<file path="src/hw/rtl/vtpd_pkg.sv">
package vtpd_pkg;

   // Fixed point format and field widths.
   localparam int FRAC_BITS = 16;
   localparam int DATA_W    = 32;
   localparam int REG_W     = 64;
   localparam int NUM_REGS  = 8;
   localparam int IDX_W     = 8;
   localparam int PROD_W    = 2 * DATA_W;
   // Four products of 64 bits summed without wrap.
   localparam int ACC_W     = PROD_W + 2;
   // Divider: numerator 2*(|x| << F) + |w|, denominator 2*|w|.
   localparam int QUO_W     = DATA_W;
   localparam int NUM_W     = ACC_W + FRAC_BITS + 2;
   localparam int DEN_W     = ACC_W + 1;
   localparam int REM_W     = DEN_W + QUO_W;
   localparam int DIV_STEPS = QUO_W;

   localparam logic [REG_W-1:0] ONE_LO = REG_W'(64'd1 << FRAC_BITS);
   localparam logic [REG_W-1:0] ONE_HI = REG_W'(64'd1 << (FRAC_BITS + DATA_W));

   localparam logic signed [DATA_W-1:0] WORD_MAX = {1'b0, {(DATA_W-1){1'b1}}};
   localparam logic signed [DATA_W-1:0] WORD_MIN = {1'b1, {(DATA_W-1){1'b0}}};

   typedef logic signed [DATA_W-1:0] word_type;
   typedef logic signed [PROD_W-1:0] prod_type;
   typedef logic signed [ACC_W-1:0]  acc_type;
   typedef word_type [3:0][3:0]      matrix_type;

   typedef struct packed {
      word_type [2:0] pos;
      word_type [2:0] nrm;
   } vertex_type;

   typedef struct packed {
      prod_type [3:0][3:0] pos_pp;
      prod_type [2:0][2:0] nrm_pp;
   } prod_set_type;

   typedef struct packed {
      acc_type [3:0] pos_acc;
      acc_type [2:0] nrm_acc;
   } sum_set_type;

   // One position coordinate on its way through the divider.
   typedef struct packed {
      logic [REM_W-1:0] rem;
      logic [QUO_W-1:0] quo;
      logic             neg;
      logic             big;
      logic             num_nz;
      logic             num_sgn;
   } lane_type;

   typedef struct packed {
      lane_type [2:0]   lane;
      logic [DEN_W-1:0] den;
      logic             w_zero;
      word_type [2:0]   nrm;
      logic             nrm_ovf;
   } div_work_type;

endpackage

</file>
<file path="src/hw/rtl/vtpd_div_step.sv">
module vtpd_div_step (
   input  logic                   clock,
   input  logic                   reset,
   input  logic                   en,
   input  logic                   in_valid,
   input  vtpd_pkg::div_work_type in_work,
   output logic                   out_valid,
   output vtpd_pkg::div_work_type out_work
);

   logic                   valid_ff;
   vtpd_pkg::div_work_type work_ff;
   vtpd_pkg::div_work_type work_in;
   logic [vtpd_pkg::REM_W-1:0] den_top;
   logic [vtpd_pkg::REM_W-1:0] diff;

   // One restoring step per lane: compare against the denominator at the top
   // quotient weight, subtract when it fits, then shift the remainder up.
   always_comb begin
      work_in = in_work;
      den_top = vtpd_pkg::REM_W'({in_work.den, (vtpd_pkg::QUO_W-1)'(0)});
      diff    = '0;
      for (int i = 0; i < 3; i++) begin
         if (in_work.lane[i].rem >= den_top) begin
            diff                 = in_work.lane[i].rem - den_top;
            work_in.lane[i].quo  = {in_work.lane[i].quo[vtpd_pkg::QUO_W-2:0], 1'b1};
         end else begin
            diff                 = in_work.lane[i].rem;
            work_in.lane[i].quo  = {in_work.lane[i].quo[vtpd_pkg::QUO_W-2:0], 1'b0};
         end
         work_in.lane[i].rem = {diff[vtpd_pkg::REM_W-2:0], 1'b0};
      end
   end

   always_ff @(posedge clock) begin
      if (reset) begin
         valid_ff <= 1'b0;
      end else if (en) begin
         valid_ff <= in_valid;
      end
   end

   always_ff @(posedge clock) begin
      if (en) begin
         work_ff <= work_in;
      end
   end

   assign out_valid = valid_ff;
   assign out_work  = work_ff;

endmodule

</file>
<file path="config.mk">
export PLATFORM = sky130hd
export DESIGN_NAME = vtpd_div_step
export DESIGN_NICKNAME = d
export VERILOG_FILES = /design/src/hw/rtl/vtpd_pkg.sv /design/src/hw/rtl/vtpd_div_step.sv
export SDC_FILE = /design/constraint.sdc
export NUM_CORES = 1
export LEC_CHECK = 0
export BUFFER_PORTS_ARGS = -buffer_cell sky130_fd_sc_hd__buf_2
export CAP_MARGIN = 20
export CORE_AREA = 2 2 452 454
export DETAILED_ROUTE_END_ITERATION = 10
export DIE_AREA = 0 0 454 456
export HOLD_SLACK_MARGIN = 0.15
export PLACE_DENSITY = 0.41
export RECOVER_POWER = 25
export SYNTH_ARGS = -nofsm -noshare
export SYNTH_HDL_FRONTEND = slang
export SYNTH_SLANG_ARGS = --single-unit
</file>
<file path="constraint.sdc">
create_clock -name clock -period 9.4 [get_ports clock]
set_input_delay 0.94 -clock clock [delete_from_list [all_inputs] [get_ports clock]]
set_output_delay 0.94 -clock clock [all_outputs]
set_load 0.01 [all_outputs]
</file>
Yosys cells after proc, flatten, opt, wreduce, memory -nomap -nowiden
Cells that the tools add are included.

$add $sub $neg: 3. $lt $le $gt $ge: 3. Mux-type cells: 6.

Operators by type and width (count): $ge A99 B98 Y1 (3); $mux W98 (3); $sub A98 B98 Y98 (3); $mux W1 (3).

Logic and storage cells: 37. Flip-flop bits (word level): 568. Output and inout port bits: 571. Input port bits: 574.

Depth between registers and ports, before layout
Depth in word-level cells: 2. Depth in mapped cells: 17. Mapped depth without buffers: 14.

Least setup slack after synthesis
No wires, ideal clock.

Kind: in2reg. From: input in_work[367] in the netlist's numbering. To: register work_ff (netlist bit out_work[369]) (data pin). Cell stages on the path: 14. Path slack: 5.326 ns. Data arrival time: 3.814 ns. Library setup time: 0.260 ns. Path through: inv_1 > ha_1 > inv_1 > fa_1 > a211oi_1 > o21ai_2 > o211ai_1 > o211ai_2 > nor3b_1 > or3_4 > a41oi_4 > buf_6 > buf_2 > mux2_2.

RTL lines: from (decl) (line vtpd_div_step.sv:6) `input vtpd_pkg::div_work_type in_work,`; to (signal assigned) (line vtpd_div_step.sv:45) `work_ff <= work_in;`; to (decl) (line vtpd_div_step.sv:12) `vtpd_pkg::div_work_type work_ff;`.

Final worst setup path
From: input en. To: register work_ff (netlist bit out_work[278]) (enable).

RTL lines: from (decl) (line vtpd_div_step.sv:4) `input logic en,`.

No word-level cell between the ends.

==> out/qor.txt <==
Status: complete, but fails checks
Failing checks: max-capacitance violations, max-slew violations
Worst setup margin: 2860 ps
Final ANT Viol Nets: 0
Crit path DAT: 6840 ps
Mux share of post-synthesis cell area: 0.698%
Fmax: 0.153 GHz
Leak: 17.4 nW
CP Capture Type: flip-flop
Iteration-0 DRC Markers: 2,349
Gr ovfl total: 0
Synth Cell Area: 0.0319 mm²
Crit path max fanout: 148
Synth Warn #: 0
Worst EP required: 9700 ps
Setup TNS: 0 ps
Row cnt: 165
Final setup vio count: 0
Max-cap viol count: 1
I/O pin total: 1,145
Fraction of layout cells with a size suffix above 1: 28.6%
Synth cell count leaders: edfxtp_1, nand2_1, a21oi_1
Relative slew slack: -337%
Initial antenna violation count: 101
Cts hold-fix bufs: 0
TritonCTS clock tree: yes
DRT Pass-1 Iters: 6
Total Wirelength: 187 mm
Gate Count Post-Synth: 2,953
Startpoint Class: input port
Total GRT Usage: 17.3%
Post-Synth Adder-Cell Area: 8.07%
FF+latch count, synth: 568
Worst slack, placed: 3490 ps
Nets@finish: 4,840
DR vias: 28,691
Crit share post-route: 69.6%
Remaining DRCs: 0
Initial Util: 15.8%
Die Area: 0.207 mm²
Clk slew on worst S/H paths: 60 ps
Worst skew pair latency: 680 ps
Post-Synth Simple-Gate Area: 11.9%
Core Region: 0.202 mm²
Synthesis-to-layout area growth: 34.9%
HPWL after DPL: 160 mm
Total setup buffers inserted after CTS: 0
Final-report hold violation count: 0
Tmin final: 6540 ps
Synth top area cells: edfxtp_1, ha_1, a21oi_1, o21ai_0, nand2_1
Register area share after synthesis: 53.4%
Synth cell types: 84
CP Class: input port to flip-flop
Post-synthesis compound-gate area fraction: 17.8%
Global-route wire length before repair: 242 mm
Pwr dens: 192 mW/mm²
Finished layout cell area: 0.0431 mm²
Largest net degree at the start of global routing: 149
Post-synth top area cell: edfxtp_1
Yosys top cell area share: 53.3%
Post-Synth XOR/XNOR Area: 4.80%
Hold crit path type: input port to flip-flop
Primary FF master, synth: edfxtp_1
Worst vdd ir: 0.122 mV
Placed inst area: 0.0406 mm²
Ys async rst share: 0%
GPL Wtd Cong: 0.857
CTS root buf: clkbuf_16
Vias in the first global route: 27,983
Chip height: 456 µm
Number of enable flip-flop cells after synthesis: 567
Clk_skew: 0 ps
Clock Sinks: 568
Maximum clock path buffer count: 3
Largest family of logic cells by synthesized area: compound AO/OA/AOI/OAI gates
Worst Max-Slew Pin Slew: 6560 ps
Max-slew violation count: 111
Post-CTS sizing: 0
Port-buffer cells: 1,138
Reg2Reg Depth: 2
Chip Width: 454 µm
Most common cell in the netlist: edfxtp_1
CTS Buf Count: 80
Vias per std cell: 4.21
Syn Area/Cell: 10.8 µm²
WHS Path Cells: 1
Per-cell routed wire length: 27.5 µm
H-tree depth: 3
Setup repair after global routing missed its margin: no
## final timing paths
| path | startpoint | to | slack, ps |
|---|---|---|---|
| max | en | out_work[278] | 2860 |
| min reg2reg | out_valid | out_valid | 490 |
| min | in_work[41] | out_work[41] | 400 |
| max reg2reg | out_valid | out_valid | 8820 |
## power breakdown
group,switching [mW],internal (mW)
logic,1.30,0.680
registers,0.0770,3.13
clock network,1.31,1.77
## area by class of cell
class                   instances  area, µm²
diodes                         23       57.6
clock buffers                  96       2060
clock inverters                46        524
fillers                     22321     159000
inverters                     135        507
multi-input cells            2123      13800
flip-flops and latches        568      17000
well taps                    2672       3340
repair buffers               1154       5700
## flip-flops by register name (all words and copies together) (netlist names)
signal     flops
out_work     567
out_valid      1
## logic make-up (layout without fill, tap and decap cells)
| kind of cell | count (synthesis) | count (layout) |
|---|---|---|
| AO/OA/AOI/OAI | 923 | 923 |
| AND/OR/NAND/NOR | 798 | 798 |
| flip-flops | 568 | 568 |
| buffers and inverters | 264 | 1431 |
| adder cells (fa/ha/maj) | 204 | 204 |
| XOR/XNOR | 175 | 175 |
| multiplexers | 20 | 20 |
| other | 1 | 26 |
## per-stage QoR
| stage | hold WS [ps] | total power [mW] | util [%] | cells |
|---|---|---|---|---|
| floorplan | 528 | 4.25 | - | 2955 |
| CTS | 307 | 8.46 | 21.4 | 6794 |
| finish | 396 | 8.27 | 21.4 | 6817 |
| detailed placement | 486 | 5.29 | 20.1 | 6652 |
| global route | 352 | 8.66 | 21.3 | 6804 |
| global placement | 467 | 5.29 | 20.1 | 6652 |
## layout by cell type, fill, tap and decap left out, drive strengths merged, types with 36 or more instances in the layout
| cell | synthesis | layout |
|---|---|---|
| buf | 30 | 1020 |
| ha | 201 | 201 |
| xnor2 | 100 | 100 |
| o21a | 36 | 36 |
| a21o | 110 | 110 |
| clkbuf | 99 | 230 |
| nor3 | 45 | 45 |
| nand3 | 36 | 36 |
| nand2 | 303 | 303 |
| nand4 | 78 | 78 |
| nor2 | 174 | 174 |
| edfxtp | 567 | 567 |
| a21oi | 301 | 301 |
| o21ai | 241 | 241 |
| o21bai | 47 | 47 |
| inv | 135 | 139 |
| xor2 | 75 | 75 |
## layer usage
metal,part of all wire [%],routed length [µm],global-route usage (%)
met5,0.17,320,0
met4,4.0,7530,6.74
met3,6.3,11700,3.61
met2,57,106000,35.0
met1,33,61400,16.5
## critical path, stage by stage
cell	delay (ps)
clkbuf_1	4500
buf_12	340
buf_12	630
(Power assumes the default switching activity.)
