File: src/hw/rtl/vtpd_pkg.sv
package vtpd_pkg;

   // Fixed point format and field widths.
   localparam int FRAC_BITS = 16;
   localparam int DATA_W    = 32;
   localparam int REG_W     = 64;
   localparam int NUM_REGS  = 8;
   localparam int IDX_W     = 8;
   localparam int PROD_W    = 2 * DATA_W;
   // Four products of 64 bits summed without wrap.
   localparam int ACC_W     = PROD_W + 2;
   // Divider: numerator 2*(|x| << F) + |w|, denominator 2*|w|.
   localparam int QUO_W     = DATA_W;
   localparam int NUM_W     = ACC_W + FRAC_BITS + 2;
   localparam int DEN_W     = ACC_W + 1;
   localparam int REM_W     = DEN_W + QUO_W;
   localparam int DIV_STEPS = QUO_W;

   localparam logic [REG_W-1:0] ONE_LO = REG_W'(64'd1 << FRAC_BITS);
   localparam logic [REG_W-1:0] ONE_HI = REG_W'(64'd1 << (FRAC_BITS + DATA_W));

   localparam logic signed [DATA_W-1:0] WORD_MAX = {1'b0, {(DATA_W-1){1'b1}}};
   localparam logic signed [DATA_W-1:0] WORD_MIN = {1'b1, {(DATA_W-1){1'b0}}};

   typedef logic signed [DATA_W-1:0] word_type;
   typedef logic signed [PROD_W-1:0] prod_type;
   typedef logic signed [ACC_W-1:0]  acc_type;
   typedef word_type [3:0][3:0]      matrix_type;

   typedef struct packed {
      word_type [2:0] pos;
      word_type [2:0] nrm;
   } vertex_type;

   typedef struct packed {
      prod_type [3:0][3:0] pos_pp;
      prod_type [2:0][2:0] nrm_pp;
   } prod_set_type;

   typedef struct packed {
      acc_type [3:0] pos_acc;
      acc_type [2:0] nrm_acc;
   } sum_set_type;

   // One position coordinate on its way through the divider.
   typedef struct packed {
      logic [REM_W-1:0] rem;
      logic [QUO_W-1:0] quo;
      logic             neg;
      logic             big;
      logic             num_nz;
      logic             num_sgn;
   } lane_type;

   typedef struct packed {
      lane_type [2:0]   lane;
      logic [DEN_W-1:0] den;
      logic             w_zero;
      word_type [2:0]   nrm;
      logic             nrm_ovf;
   } div_work_type;

endpackage

File: src/hw/rtl/vtpd_csr.sv
module vtpd_csr (
   input  logic                          clock,
   input  logic                          reset,
   input  logic                          csr_valid,
   output logic                          csr_ready,
   input  logic [vtpd_pkg::IDX_W-1:0]    csr_index,
   input  logic [vtpd_pkg::REG_W-1:0]    csr_data,
   output vtpd_pkg::matrix_type          matrix
);

   logic [vtpd_pkg::REG_W-1:0] regs_ff [vtpd_pkg::NUM_REGS];

   assign csr_ready = 1'b1;

   // Matrix registers, reset to the identity; writes beyond the list are dropped.
   always_ff @(posedge clock) begin
      if (reset) begin
         regs_ff[0] <= vtpd_pkg::ONE_LO;
         regs_ff[1] <= '0;
         regs_ff[2] <= vtpd_pkg::ONE_HI;
         regs_ff[3] <= '0;
         regs_ff[4] <= '0;
         regs_ff[5] <= vtpd_pkg::ONE_LO;
         regs_ff[6] <= '0;
         regs_ff[7] <= vtpd_pkg::ONE_HI;
      end else if (csr_valid && (csr_index < vtpd_pkg::IDX_W'(vtpd_pkg::NUM_REGS))) begin
         regs_ff[csr_index[$clog2(vtpd_pkg::NUM_REGS)-1:0]] <= csr_data;
      end
   end

   // Each register holds two coefficients of one row.
   for (genvar r = 0; r < 4; r++) begin : g_row
      for (genvar c = 0; c < 4; c++) begin : g_col
         assign matrix[r][c] = regs_ff[r*2 + (c >> 1)][(c & 1)*vtpd_pkg::DATA_W +:
                                                       vtpd_pkg::DATA_W];
      end
   end

endmodule

File: config.mk
export PLATFORM = sky130hd
export DESIGN_NAME = vtpd_csr
export DESIGN_NICKNAME = d
export VERILOG_FILES = /design/src/hw/rtl/vtpd_pkg.sv /design/src/hw/rtl/vtpd_csr.sv
export SDC_FILE = /design/constraint.sdc
export NUM_CORES = 1
export LEC_CHECK = 0
export ABC_AREA = 1
export BUFFER_PORTS_ARGS = -buffer_cell sky130_fd_sc_hd__clkbuf_2
export CAP_MARGIN = 20
export CORE_MARGIN = 5
export CORE_UTILIZATION = 30
export CTS_CLUSTER_DIAMETER = 120
export CTS_CLUSTER_SIZE = 20
export DETAILED_ROUTE_END_ITERATION = 8
export GPL_TIMING_DRIVEN = 1
export SYNTH_ARGS = -nofsm -noshare
export SYNTH_HDL_FRONTEND = slang
export SYNTH_SLANG_ARGS = --single-unit
File: constraint.sdc
create_clock -name clock -period 7.5 [get_ports clock]
set_clock_uncertainty 0.2 [all_clocks]
set_input_delay 0.375 -clock clock [delete_from_list [all_inputs] [get_ports clock]]
set_output_delay 0.375 -clock clock [all_outputs]
set_load 0.01 [all_outputs]
* Word-level counts from Yosys, hierarchy flattened
Memories as Yosys holds them, arrays and structs flattened.
Cells that the tools add are included.
** Storage, ports and cells
- Flip-flop bits (word level) :: 0
- Output and inout port bits :: 513
- RAM bits :: 512
- Memories kept :: 1
** Operators by class
- $lt $le $gt $ge :: 1
- Multiplexer cells :: 8
- Reductions and logical operators :: 2
** Memory list
- regs_ff :: depth 8, bits a word 64, read ports 8, clocked after Yosys merged registers in 0, wr ports 8, RTL line vtpd_csr.sv:11 : logic [vtpd_pkg::REG_W-1:0] regs_ff [vtpd_pkg::NUM_REGS];
** Operator list (number)
- $mux W64 :: 1
- $reduce_or A64 Y1 :: 1
- $lt A8 B4 Y1 const B :: 1
- $mux W1 :: 6
- $mux W3 :: 1
- $logic_and A1 B1 Y1 :: 1

* Depth between registers and ports, before layout
- Word-level depth :: 7
- Gate-level depth with buffers :: 7

* Least setup slack after synthesis
OpenSTA, ideal clock, no wires.
- Path type :: input -> register
- Start :: input csr_index[3] in the netlist's numbering
- End :: memory regs_ff[5][0] in the netlist's numbering, enable pin
- Setup time :: 0.424 ns
- Arrival :: 2.562 ns
- Cell stages on the path :: 6
- Buffers on the path :: 1
- Data required time :: 6.876 ns
- Slack :: 4.314 ns
- Cells stage by stage :: inv_2 -> nand2_1 -> nor2_4 -> nand3_2 -> buf_2 -> nand2_1
** RTL lines
- start, declared :: RTL line vtpd_csr.sv:6 : input logic [vtpd_pkg::IDX_W-1:0] csr_index,
- end, declared :: RTL line vtpd_csr.sv:11

==> flow_summary.yaml <==
power:
  comb_power_share_pct: 7.8
  p_per_area_nw_per_um2: 233.3
  p_int_mw: 4.091
  power_mw: 5.309
  p_sw_mw: 1.217
  leakage_nw: 9.375
  pwr-share-seq_pct: 62.8
  swShare_pct: 22.93
  peakVddDrop_mv: 0.1563
  clkPwrFrac_pct: 29.4
final_layout:
  final_util_pct: 37.78
  antennaDiodeCount: 0
  final_nets: 1844
  n_fill_cell: 5746
  area.growth.synth_to_final_pct: 25.01
  top_regs: "regs_ff x512"
  largest_reg_flops: 512
  fin_area_um2: 22760
  layout-drive-gt1-share_pct: 36.20
  top_register: "regs_ff"
sta:
  finalCritPeriodShare_pct: 48.58
  worstMarginPinSlew_ns: 1.119
  rsz0062_at_grt: "false"
  hold_viol: 0
  fmax_mhz: 274.5
  timing.slew.headroom_pct: 25.43
  fin_hold_ws_ns: 0.02599
  slew_viol_final: 0
  tns_ns: 0
  finalCriticalPeriod_ns: 3.643
  setup_violations: 0
setup_path:
  cp-end-kind: "register"
  cp.arrival_ns: 3.65
  cp_max_fo: 65
  worstSetupEndpoint: "regs_ff[6][63]"
  path_class: "in2reg"
  cp-start-kind: "input pin"
  critPathLaunch: "csr_valid"
  cp.required_ns: 7.51
clock_tree:
  cts.repair.resized: 0
  clkTransAtPathRegs_ns: 0.08
  cts-root-buf: "clkbuf_16"
  clkSinkCount: 512
  cts_buffers: 29
  cts_buffer_depth: 3
  cts_tree: "built"
  htreeDepth: 1
routing:
  vias_per_cell: 4.493
  drt-initial-drc-count: 896
  drt_wl_total_um: 53930
  vias: 11456
  wl_per_cell_um: 21.15
  drc_errors: 0
  dr.pass1.iters: 5
  ant_nets: 0
global_routing:
  grt_overflow: 0
  grt_pass1_wl_um: 79380
  grt_max_degree: 66
  grt.total_usage_pct: 15.66
  antenna_found_initial: 1
  first_global_vias: 11829
floorplan:
  ios: 588
  die_area_um2: 65720
  start_util_pct: 30.22
  die_w_um: 256.4
  num_rows: 90
  core-area_um2: 60250
  dieHeight_um: 256.4
synth:
  synth_top_cell_area_share_pct: 84.45
  synth_fp_nets: 1262
  synth_compound_area_share_pct: 0
  yosysSeqAreaShare_pct: 84.45
  synth_area_um2: 18210
  synthMuxAreaShare_pct: 0
  yosys.cell_types.count: 16
  yosys.area_share.simple_pct: 11.90
  synth_fa_ha_area_share_pct: 0
  syn_avg_cell_area_um2: 15.34
  yosys-top-cells-area: "edfxtp_1 (84%), nor2_1 (11%), buf_6 (1.5%), inv_1 (1.4%), clkbuf_1 (0.45%)"
  yosys_warnings: 0
  synth_top_area_cell: "edfxtp_1"
  synth_seq_cells: 512
  synth_xor_area_share_pct: 0
  synth_top_family_by_area: "simple AND/OR/NAND/NOR gates"
  synthCells: 1187
outcome:
  outcome: "finished, final reports clean"
placed_design:
  gp_congestion: 0.7812
  hpwlAfterDp_um: 35560
  dpl_cell_area_um2: 21820
  io_buffers: 586
hold_path:
  worstHoldPathType: "in2reg"
run:
  maxCapViolations: 0
[critical path, stage by stage]
cell,delay (ns)
dlygate4sd3_1,0.54
clkbuf_2,0.12
nand2_1,0.08
nor2_4,0.42
nand3_4,0.83
nand2_4,1.18
[synthesized netlist by cell type (all sizes together)]
library cell and number:
buf 31, conb 1, clkbuf 22, edfxtp 512, nor2 520, inv 72
nand2 15, nand3 14
[logic make-up after synthesis]
logic type	after synthesis
simple gates	549
flops	512
buf+inv	125
other cells	1
[repair_timing]
action,in CTS,in global routing
endpoints found under the hold margin,72,0
setup buffers,0,0
hold buffers,16,0
[worst min-delay path by stage]
stage / start / slack (ns) / endpoint / depth (start not counted)
global route: csr_data[21] / 0.02 / regs_ff[0][21] / 3
CTS: csr_data[62] / 0.0004 / regs_ff[5][62] / 3
detailed placement: regs_ff[6][8] / 0.59 / matrix[392] / 1
global placement: csr_index[0] / 0.58 / regs_ff[2][48] / 3
floorplan: csr_index[0] / 0.41 / regs_ff[0][16] / 2
finish: csr_data[8] / 0.03 / regs_ff[3][8] / 3
[area by class of cell]
class	count	area, um^2	area share, %
Sequential cell	512	15370	67.55
Timing Repair Buffer	604	3133	13.77
Multi-Input combinational cell	550	2268	9.967
Tap cell	782	978.4	4.299
Clock buffer	29	725.7	3.189
Inverter	72	270.3	1.187
Clock inverter	1	8.758	0.03848
[power groups by stage]
stage          clock network, mW  registers (mW)  logic [mW]
6_report                    1.56            3.33       0.414
4_1_cts                     1.60            3.34       0.419
5_1_grt                     1.70            3.35       0.441
3_5_place_dp                   0            3.40       0.412
2_1_floorplan                  0            3.48      0.0782
3_3_place_gp                   0            3.39       0.408
[routing by layer]
layer | GRT usage (%) | share of wire (%)
met5 | 0 | 0
met4 | 3.898 | 2.4
met3 | 4.949 | 9.3
met2 | 26.99 | 49
met1 | 19.28 | 39
[placed cells by master, fill, tap and decap left out, drive strengths merged]
cell	Yosys	final
conb	1	1
inv	72	73
nand3	14	14
nand2	15	15
dlygate4sd3	0	16
nor2	520	520
clkbuf	22	615
buf	31	2
edfxtp	512	512
[metrics by stage]
stage / setup slack, ns / instances
after global placement: 3.724 / 2502
final: 3.857 / 2550
after detailed placement: 3.585 / 2502
after CTS: 3.808 / 2548
after global routing: 3.660 / 2550
after floorplan: 4.314 / 1187
No activity file was read; power rests on OpenSTA's default activity.
